===== config.mk =====
export PLATFORM = sky130hd
export DESIGN_NAME = interval_map_assign_lookup
export DESIGN_NICKNAME = d
export VERILOG_FILES = /design/src/sv/imap_pkg.sv /design/src/sv/interval_map_assign_lookup.sv
export SDC_FILE = /design/constraint.sdc
export NUM_CORES = 2
export LEC_CHECK = 0
export ABC_AREA = 0
export BUFFER_PORTS_ARGS = -buffer_cell sky130_fd_sc_hd__clkbuf_2
export CAP_MARGIN = 20
export CORE_ASPECT_RATIO = 0.5
export CORE_MARGIN = 2
export CORE_UTILIZATION = 60
export CTS_CLUSTER_SIZE = 25
export DETAILED_ROUTE_END_ITERATION = 8
export GPL_TIMING_DRIVEN = 0
export MAX_ROUTING_LAYER = met4
export PLACE_DENSITY_LB_ADDON = 0.3
export SYNTH_ARGS = -nofsm -noshare
export SYNTH_HDL_FRONTEND = slang
export SYNTH_SLANG_ARGS = --single-unit

===== constraint.sdc =====
create_clock -name clk -period 10.9 [get_ports clk]
set_input_delay 1.635 -clock clk [delete_from_list [all_inputs] [get_ports clk]]
set_output_delay 1.635 -clock clk [all_outputs]
set_load 0.01 [all_outputs]

===== src/sv/imap_pkg.sv =====
// Package with the item types, breakpoint type and codes of the interval map block.
package imap_pkg;

	localparam int KEY_BITS   = 16;
	localparam int VALUE_BITS = 16;

	localparam logic OP_ASSIGN = 1'b0;
	localparam logic OP_LOOKUP = 1'b1;

	localparam logic [1:0] ST_DONE  = 2'd0;
	localparam logic [1:0] ST_EMPTY = 2'd1;
	localparam logic [1:0] ST_FULL  = 2'd2;

	typedef struct packed {
		logic                  op;
		logic [KEY_BITS-1:0]   range_begin;
		logic [KEY_BITS-1:0]   range_end;
		logic [VALUE_BITS-1:0] new_value;
		logic [KEY_BITS-1:0]   query_key;
	} in_item_t;

	typedef struct packed {
		logic [VALUE_BITS-1:0] found_value;
		logic [1:0]            status;
	} out_item_t;

	typedef struct packed {
		logic [KEY_BITS-1:0]   key;
		logic [VALUE_BITS-1:0] val;
	} entry_t;

endpackage


===== src/sv/interval_map_assign_lookup.sv =====
// Interval map top level: breakpoint table with range assign and point lookup.
// One sequencer walks the stored table in order, one entry at a time, through a registered memory read.
// An assign streams the merged table into the spare bank and swaps banks when it fits.
// A new item is taken only in the idle state, after the previous result has been handed over.
// Reset clears the breakpoint count, bank select and default value; entries need no clearing.
module interval_map_assign_lookup #(
	parameter int TABLE_DEPTH = 16
) (
	input  logic                       clk,
	input  logic                       arst_n,
	input  logic                       in_valid,
	output logic                       in_ready,
	input  imap_pkg::in_item_t         in_item,
	output logic                       out_valid,
	input  logic                       out_ready,
	output imap_pkg::out_item_t        out_item,
	input  logic                       cfg_wr_en,
	input  logic [imap_pkg::VALUE_BITS-1:0] cfg_wr_data
);
	import imap_pkg::*;

	localparam int IW = (TABLE_DEPTH > 1) ? $clog2(TABLE_DEPTH) : 1;
	localparam int CW = $clog2(TABLE_DEPTH + 1);
	localparam int KW = $clog2(TABLE_DEPTH + 3);

	localparam logic [1:0] S_IDLE   = 2'd0;
	localparam logic [1:0] S_ASSIGN = 2'd1;
	localparam logic [1:0] S_LOOKUP = 2'd2;
	localparam logic [1:0] S_RESULT = 2'd3;

	logic [1:0]            state_q;
	logic                  bank_q;
	logic [CW-1:0]         count_q;
	logic [VALUE_BITS-1:0] default_value_q;
	in_item_t              req_q;
	logic [CW-1:0]         idx_q;
	logic                  b_done_q;
	logic                  e_done_q;
	logic [VALUE_BITS-1:0] last_q;
	logic [VALUE_BITS-1:0] run_q;
	logic [KW-1:0]         kept_q;
	out_item_t             res_q;
	logic                  out_valid_q;
	out_item_t             out_item_q;
	entry_t                rd_q;

	entry_t                mem [0:1][0:TABLE_DEPTH-1];

	logic                  have;
	logic                  adv;
	logic                  emit;
	entry_t                emit_ent;
	logic                  set_b;
	logic                  set_e;
	logic                  fin;
	logic                  wr_en;
	logic [CW-1:0]         idx_next;
	logic [IW-1:0]         rd_idx;

	assign in_ready  = (state_q == S_IDLE);
	assign out_valid = out_valid_q;
	assign out_item  = out_item_q;
	assign have      = (idx_q < count_q);

	always_comb begin
		adv      = 1'b0;
		emit     = 1'b0;
		emit_ent = rd_q;
		set_b    = 1'b0;
		set_e    = 1'b0;
		fin      = 1'b0;
		if (state_q == S_ASSIGN) begin
			priority if (have && rd_q.key < req_q.range_begin) begin
				emit = 1'b1;
				adv  = 1'b1;
			end else if (!b_done_q) begin
				emit     = 1'b1;
				emit_ent = '{key: req_q.range_begin, val: req_q.new_value};
				set_b    = 1'b1;
			end else if (have && rd_q.key < req_q.range_end) begin
				adv = 1'b1;
			end else if (!e_done_q) begin
				set_e    = 1'b1;
				emit     = !(have && rd_q.key == req_q.range_end);
				emit_ent = '{key: req_q.range_end, val: last_q};
			end else if (have) begin
				emit = 1'b1;
				adv  = 1'b1;
			end else begin
				fin = 1'b1;
			end
		end else if (state_q == S_LOOKUP) begin
			if (have && rd_q.key <= req_q.query_key) begin
				adv = 1'b1;
			end else begin
				fin = 1'b1;
			end
		end
	end

	assign idx_next = idx_q + CW'(adv);
	assign rd_idx   = (state_q == S_IDLE) ? '0 : idx_next[IW-1:0];
	assign wr_en    = emit && (emit_ent.val != run_q) && (kept_q < KW'(TABLE_DEPTH));

	always_ff @(posedge clk) begin
		rd_q <= mem[bank_q][rd_idx];
		if (wr_en) begin
			mem[~bank_q][kept_q[IW-1:0]] <= emit_ent;
		end
	end

	always_ff @(posedge clk or negedge arst_n) begin
		if (!arst_n) begin
			state_q         <= S_IDLE;
			bank_q          <= 1'b0;
			count_q         <= '0;
			default_value_q <= '0;
			out_valid_q     <= 1'b0;
		end else begin
			if (cfg_wr_en) begin
				default_value_q <= cfg_wr_data;
			end
			if (out_valid_q && out_ready && state_q != S_RESULT) begin
				out_valid_q <= 1'b0;
			end
			unique case (state_q)
				S_IDLE: begin
					if (in_valid) begin
						if (in_item.op == OP_LOOKUP) begin
							state_q <= S_LOOKUP;
						end else if (in_item.range_begin >= in_item.range_end) begin
							state_q <= S_RESULT;
						end else begin
							state_q <= S_ASSIGN;
						end
					end
				end
				S_ASSIGN: begin
					if (fin) begin
						state_q <= S_RESULT;
						if (kept_q <= KW'(TABLE_DEPTH)) begin
							bank_q  <= ~bank_q;
							count_q <= kept_q[CW-1:0];
						end
					end
				end
				S_LOOKUP: begin
					if (fin) begin
						state_q <= S_RESULT;
					end
				end
				S_RESULT: begin
					if (!out_valid_q || out_ready) begin
						out_valid_q <= 1'b1;
						state_q     <= S_IDLE;
					end
				end
				default: begin
					state_q <= S_IDLE;
				end
			endcase
		end
	end

	always_ff @(posedge clk) begin
		if (state_q == S_IDLE) begin
			req_q    <= in_item;
			idx_q    <= '0;
			b_done_q <= 1'b0;
			e_done_q <= 1'b0;
			last_q   <= default_value_q;
			run_q    <= default_value_q;
			kept_q   <= '0;
			res_q    <= '{found_value: '0,
				status: (in_item.op == OP_LOOKUP) ? ST_DONE : ST_EMPTY};
		end else begin
			idx_q <= idx_next;
			if (adv) begin
				last_q <= rd_q.val;
			end
			if (set_b) begin
				b_done_q <= 1'b1;
			end
			if (set_e) begin
				e_done_q <= 1'b1;
			end
			if (emit && emit_ent.val != run_q) begin
				kept_q <= kept_q + KW'(1);
				run_q  <= emit_ent.val;
			end
			if (fin && state_q == S_ASSIGN) begin
				res_q.status <= (kept_q <= KW'(TABLE_DEPTH)) ? ST_DONE : ST_FULL;
			end
			if (fin && state_q == S_LOOKUP) begin
				res_q.found_value <= last_q;
			end
		end
		if (state_q == S_RESULT && (!out_valid_q || out_ready)) begin
			out_item_q <= res_q;
		end
	end

`ifndef ASSERT_OFF
	a_count_bound: assert property (@(posedge clk) disable iff (!arst_n)
		count_q <= CW'(TABLE_DEPTH))
		else $error("breakpoint count exceeds table depth");

	a_idx_bound: assert property (@(posedge clk) disable iff (!arst_n)
		(state_q == S_ASSIGN || state_q == S_LOOKUP) |-> idx_q <= count_q)
		else $error("scan index ran past the stored breakpoints");

	a_kept_bound: assert property (@(posedge clk) disable iff (!arst_n)
		state_q == S_ASSIGN |-> kept_q <= KW'(count_q) + KW'(2))
		else $error("assign produced more than two extra breakpoints");

	a_bank_stable: assert property (@(posedge clk) disable iff (!arst_n)
		(state_q == S_LOOKUP || state_q == S_ASSIGN)
			|=> $stable(bank_q) || state_q == S_RESULT)
		else $error("bank swapped in the middle of a table walk");

	a_result_code: assert property (@(posedge clk) disable iff (!arst_n)
		(state_q == S_RESULT && req_q.op == OP_LOOKUP) |-> res_q.status == ST_DONE)
		else $error("lookup carries a non-zero status");
`endif

endmodule


Word level (Yosys, flattened, before mapping)
Memories as Yosys holds them, arrays and structs flattened. Index checks and enable logic that the tools add are counted.

$lt $le $gt $ge: 10. Bitwise logic cells: 3. Multiply operators: 0. Reduce and logical (&&, ||, !) cells: 22. Eq/ne operators: 9. Mux-type cells: 59. Shift operators: 0. Add/subtract/negate cells: 2. Div/mod/pow operators: 0.

Operator list (number): $mux W512 (1); $mux W32 (8); $bmux W32 S4 (1); $demux W32 S4 (1); $mux W16 (4); $mux W1 (34); $lt A16 B16 Y1 (2); $eq A16 B16 Y1 (1); $ge A16 B16 Y1 (1); $le A16 B16 Y1 (1); $mux W2 (8); $ne A16 B16 Y1 (1); $logic_and A1 B1 Y1 (12); $ge A5 B5 Y1 const B (2); $not A4 Y5 (2); $pmux W2 S3 (1); $reduce_and A3 Y1 (2); $reduce_bool A2 Y1 (3); $add A5 B1 Y5 (1); $add A5 B1 Y5 const B (1); $le A5 B5 Y1 const B (1); $lt A5 B1 Y1 const B (1); $lt A5 B5 Y1 (1); $lt A5 B5 Y1 const B (1); 10 further kinds (14).

Register bits: 201. Output and inout port bits: 20. Memory bits (read-only): 0. Memories kept: 1. Word-level logic and storage cells: 127. Input bits: 86. Memory bits (writable): 1024. Bits in latches: 0.

Memories: mem (words 2, bits a word 512, read ports 1, clocked after Yosys merged registers in 0, write ports 1, line interval_map_assign_lookup.sv:47) `entry_t mem [0:1][0:TABLE_DEPTH-1];`.

Depth between registers and ports, before layout
Word-level depth: 13. Depth in mapped cells: 24. Gate-level depth less buffers: 22.

Worst setup path before layout
No wires, ideal clock.

Path kind: reg-to-reg. From: register count_q[2]. To: memory mem[0][160] in the netlist's numbering (enable). Arrival time: 7490 ps. Clock period less this slack: 7991 ps. Required time: 10398 ps. Path slack: 2909 ps. Path buffers: 1. Setup time: 502 ps. Stages on the path, launching flop included: 15. Cell sequence: dfrtp_1 inv_1 ha_1 a21o_1 a31oi_1 o21ai_1 nor4_2 nor4_1 a311oi_1 xor2_1 a2111oi_1 nand4_4 nand3_4 buf_4 nor4_1.

RTL lines: from (decl) (line interval_map_assign_lookup.sv:33) `logic [CW-1:0] count_q;`; from (signal assigned) (line interval_map_assign_lookup.sv:143) `count_q <= kept_q[CW-1:0];`; to (decl) (line interval_map_assign_lookup.sv:47).

Worst setup path after layout
From: register rd_q[27] in the netlist's numbering. To: register rd_q[2] in the netlist's numbering.

Longest elaborated chain between the ends: 12. Elaborated cells between the ends (all ways): 18. Classes of those cells: add/sub: 1; order compare: 3; mux: 10; bitwise: 1; reduce/logical: 3.

RTL lines: from (decl) (line interval_map_assign_lookup.sv:45) `entry_t rd_q;`; from (signal assigned) (line interval_map_assign_lookup.sv:106) `rd_q <= mem[bank_q][rd_idx];`; $lt A16 B16 Y1 (line interval_map_assign_lookup.sv:80) `end else if (have && rd_q.key < req_q.range_end) begin`; $logic_and A1 B1 Y1 (line interval_map_assign_lookup.sv:80); $mux W1 (line interval_map_assign_lookup.sv:80); $mux W1 (line interval_map_assign_lookup.sv:76) `end else if (!b_done_q) begin`; $mux W1 (line interval_map_assign_lookup.sv:73) `priority if (have && rd_q.key < req_q.range_begin) begin`; $mux W1 (*) (line interval_map_assign_lookup.sv:72) `if (state_q == S_ASSIGN) begin`; $add A5 B1 Y5 (*) (line interval_map_assign_lookup.sv:101) `assign idx_next = idx_q + CW'(adv);`; $mux W4 (*) (line interval_map_assign_lookup.sv:102) `assign rd_idx = (state_q == S_IDLE) ? '0 : idx_next[IW-1:0];`; $not A4 Y5 (implied by the code) (*) (line interval_map_assign_lookup.sv:106); $bmux W32 S4 (*) (line interval_map_assign_lookup.sv:106); $mux W32 (implied by the code) (*) (2 in series) (line interval_map_assign_lookup.sv:106).

Mark *: on every way between the ends. The rest lies on a longest branch, timed or not. The select of a mux whose other input is x is not followed. A chain may end at the register's enable or synchronous reset.

==> results.toml <==
[timing]
fin_setup_tns_ns = 0
fin_crit_sh = 0.647
setup_viol = 0
rsz0062_at_grt = "false"
finalHoldViolations = 0
fmax_ghz = 0.142
period_minus_slack_ns = 7.05
slew_headroom = 0.188
worst_pin_slew_ns = 1.22
fin_skew_ns = 0.0291
maxSlewViolCount = 0

[finish]
nFillCells = 4906
nets = 3366
final_layout_size_suffix_gt1_frac = 0.241
synthToLayoutAreaGrowth_pct = 15.1
fin_util = 0.697
postLayoutCellArea_sq_um = 56800

[worst_setup_path]
setup.worst_path.start = "rd_q[27]"
crit_path_end_kind = "register"
start_kind = "register"
critical_path_class = "register to register"
critPathRequiredTime_ns = 11.42
rr_startpoint = "rd_q[27]"
arrival_ns = 7.57
cp_max_fo = 10

[yosys]
ys_ff_latch = 1225
ys_types = 67
ys_seq_area_frac = 0.731
synth_cells = 2817
ys_warn_count = 0
syn_nets = 2980
async_flop_share = 0.0204
ys.flop_type = "edfxtp_1"
synth_most_common_cell = "edfxtp_1"
synth_top_area_frac = 0.694
synthesis.area_sq_um = 49300
avgSynthCellArea_sq_um = 17.5
synthTopCellsByArea = "edfxtp_1, mux4_2, nand2_1, dfxtp_1, nand3_1"
synth-edff-count = 1140
synth_area_leader_cell = "edfxtp_1"
synth_common_cells = "edfxtp_1, nand2_1, mux4_2, nand3_1, inv_1"

[routing]
routed_wl_um = 129000
wl_per_cell_um = 29.3
route.vias.total = 28800
ant_nets = 0
drt-initial-drc-count = 4142
via_per_inst = 6.55
remaining_drc_errors = 0
first_pass_iters = 7

[pwr]
totalPowerFinal_w = 0.0193
ir_worst_vdd_mv = 0.211
p_leak_nw = 19.2
power_density_nw_per_um2 = 341

[status]
status = "complete, no violations"

[placement]
dp_hpwl_um = 88000
placed_cell_area_sq_um = 53100
gp_congestion = 0.943
io_buffers = 104

[cts]
postCtsSetupBuffers = 0
cts_tree = "done"
cts_hold_buf = 0
clock_latency_ns = 0.71
numCtsBuffers = 103
ctsHtreeMaxLevel = 3
clk_pin_slew_ns = 0.07
cts_buffer_depth = 3
cts_resized = 0
cts_sinks = 1225
cts_root_buffer = "clkbuf_16"

[floorplanning]
die-area_sq_um = 84600
fp.coreArea_sq_um = 81500
rows = 74
start_util = 0.605
die_y_um = 207
ios = 106
die_w_um = 409

[worst_hold_path]
min_from = "res_q[0]"
worstHoldPathType = "register to register"

[global_route]
grt_antenna_before_repair = 8
overflow = 0
grtUsageTotal = 0.311
grt_max_degree = 40
grt_pass1_wl_um = 183000
grt_pass1_vias = 28200

[flow_run]
maxCapViolCount = 0
[per-layer routing]
layer / GRT usage / vias to the layer above / wire length (um)
met5: - / - / 0
met4: 0.0664 / 0 / 2590
met3: 0.0867 / 224 / 17600
met2: 0.467 / 1992 / 59200
met1: 0.433 / 14600 / 49300
li1: - / 11900 / -
[power breakdown]
part,switching (W),internal (W),leakage [nW]
logic,0.00566,0.00279,6.56
registers,0.000243,0.00694,11.1
clock network,0.00168,0.00202,1.61
total,0.00759,0.0118,19.2
[final cells by class]
type | count | area, sq um | share of cell area
flip-flops and latches | 1225 | 36100 | 0.635
multi-input cells | 1335 | 12500 | 0.221
clock buffers | 125 | 2690 | 0.0474
repair buffers | 281 | 2490 | 0.0438
well taps | 1102 | 1380 | 0.0243
clock inverters | 61 | 627 | 0.0110
plain buffers | 150 | 584 | 0.0103
inverters | 107 | 402 | 0.00707
diodes | 6 | 15.0 | 0.000264
[through the flow]
stage	instances	hold slack, ns	setup slack [ns]
4_1_cts	4370	0.424	4.19
3_3_place_gp	4023	0.405	-3.04
2_1_floorplan	2817	0.400	2.91
6_report	4392	0.423	3.85
3_5_place_dp	4184	0.408	4.26
5_1_grt	4391	0.435	3.71
[critical path, cell delays in order, from the launching register on]
cell	delay, ns
dfxtp_1	0.45
ha_1	0.31
a21oi_1	0.16
o21a_1	0.14
a2bb2oi_1	0.63
and4_1	0.33
clkbuf_1	0.25
buf_4	0.27
nor2_1	0.12
o21ai_0	0.21
o21a_1	0.26
ha_1	0.20
ha_1	0.21
xor2_1	0.20
nand2_1	0.29
inv_1	0.24
clkbuf_1	0.79
clkbuf_1	0.66
nand2_1	0.17
nand3_1	0.15
nand2_1	0.20
o21ai_0	0.61
[logic make-up after synthesis]
group	synth area share
fa+ha+maj	0.0195
flops	0.731
xor+xnor	0.00302
mux	0.130
buf+inv	0.0200
simple gates	0.0628
compound gates	0.0338
[flip-flops by register name, indices dropped and copies added, names as in the netlist]
| signal | count |
|---|---|
| mem | 1024 |
| req_q | 64 |
| rd_q | 32 |
| out_item | 18 |
| res_q | 18 |
| default_value_q | 16 |
| last_q | 16 |
| run_q | 16 |
| count_q | 5 |
| idx_q | 5 |
| kept_q | 5 |
| state_q | 2 |
| b_done_q | 1 |
| bank_q | 1 |
| e_done_q | 1 |
| out_valid | 1 |
[final timing paths]
check | endpoint | slack (ns) | cells past startpoint
setup / recovery | rd_q[2] | 3.85 | 21
hold / removal | out_item[0] | 0.42 | 0
setup reg to reg | rd_q[2] | 3.85 | 21
hold reg to reg | out_item[0] | 0.42 | 0
max in group asynchronous | out_valid | 9.41 | 1
min in group asynchronous | default_value_q[2] | 0.99 | 1
[layout by cell type (no fill, tap or decap), types with 76 or more instances in the layout]
master,synthesis,layout
edfxtp_1,1140,1140
nand3_1,194,194
nand2_1,348,348
mux4_2,256,256
inv_1,105,105
clkbuf_2,0,104
clkbuf_16,0,104
buf_4,3,84
clkbuf_1,103,123
ha_1,77,76
Power figures use the tool's default switching activity.
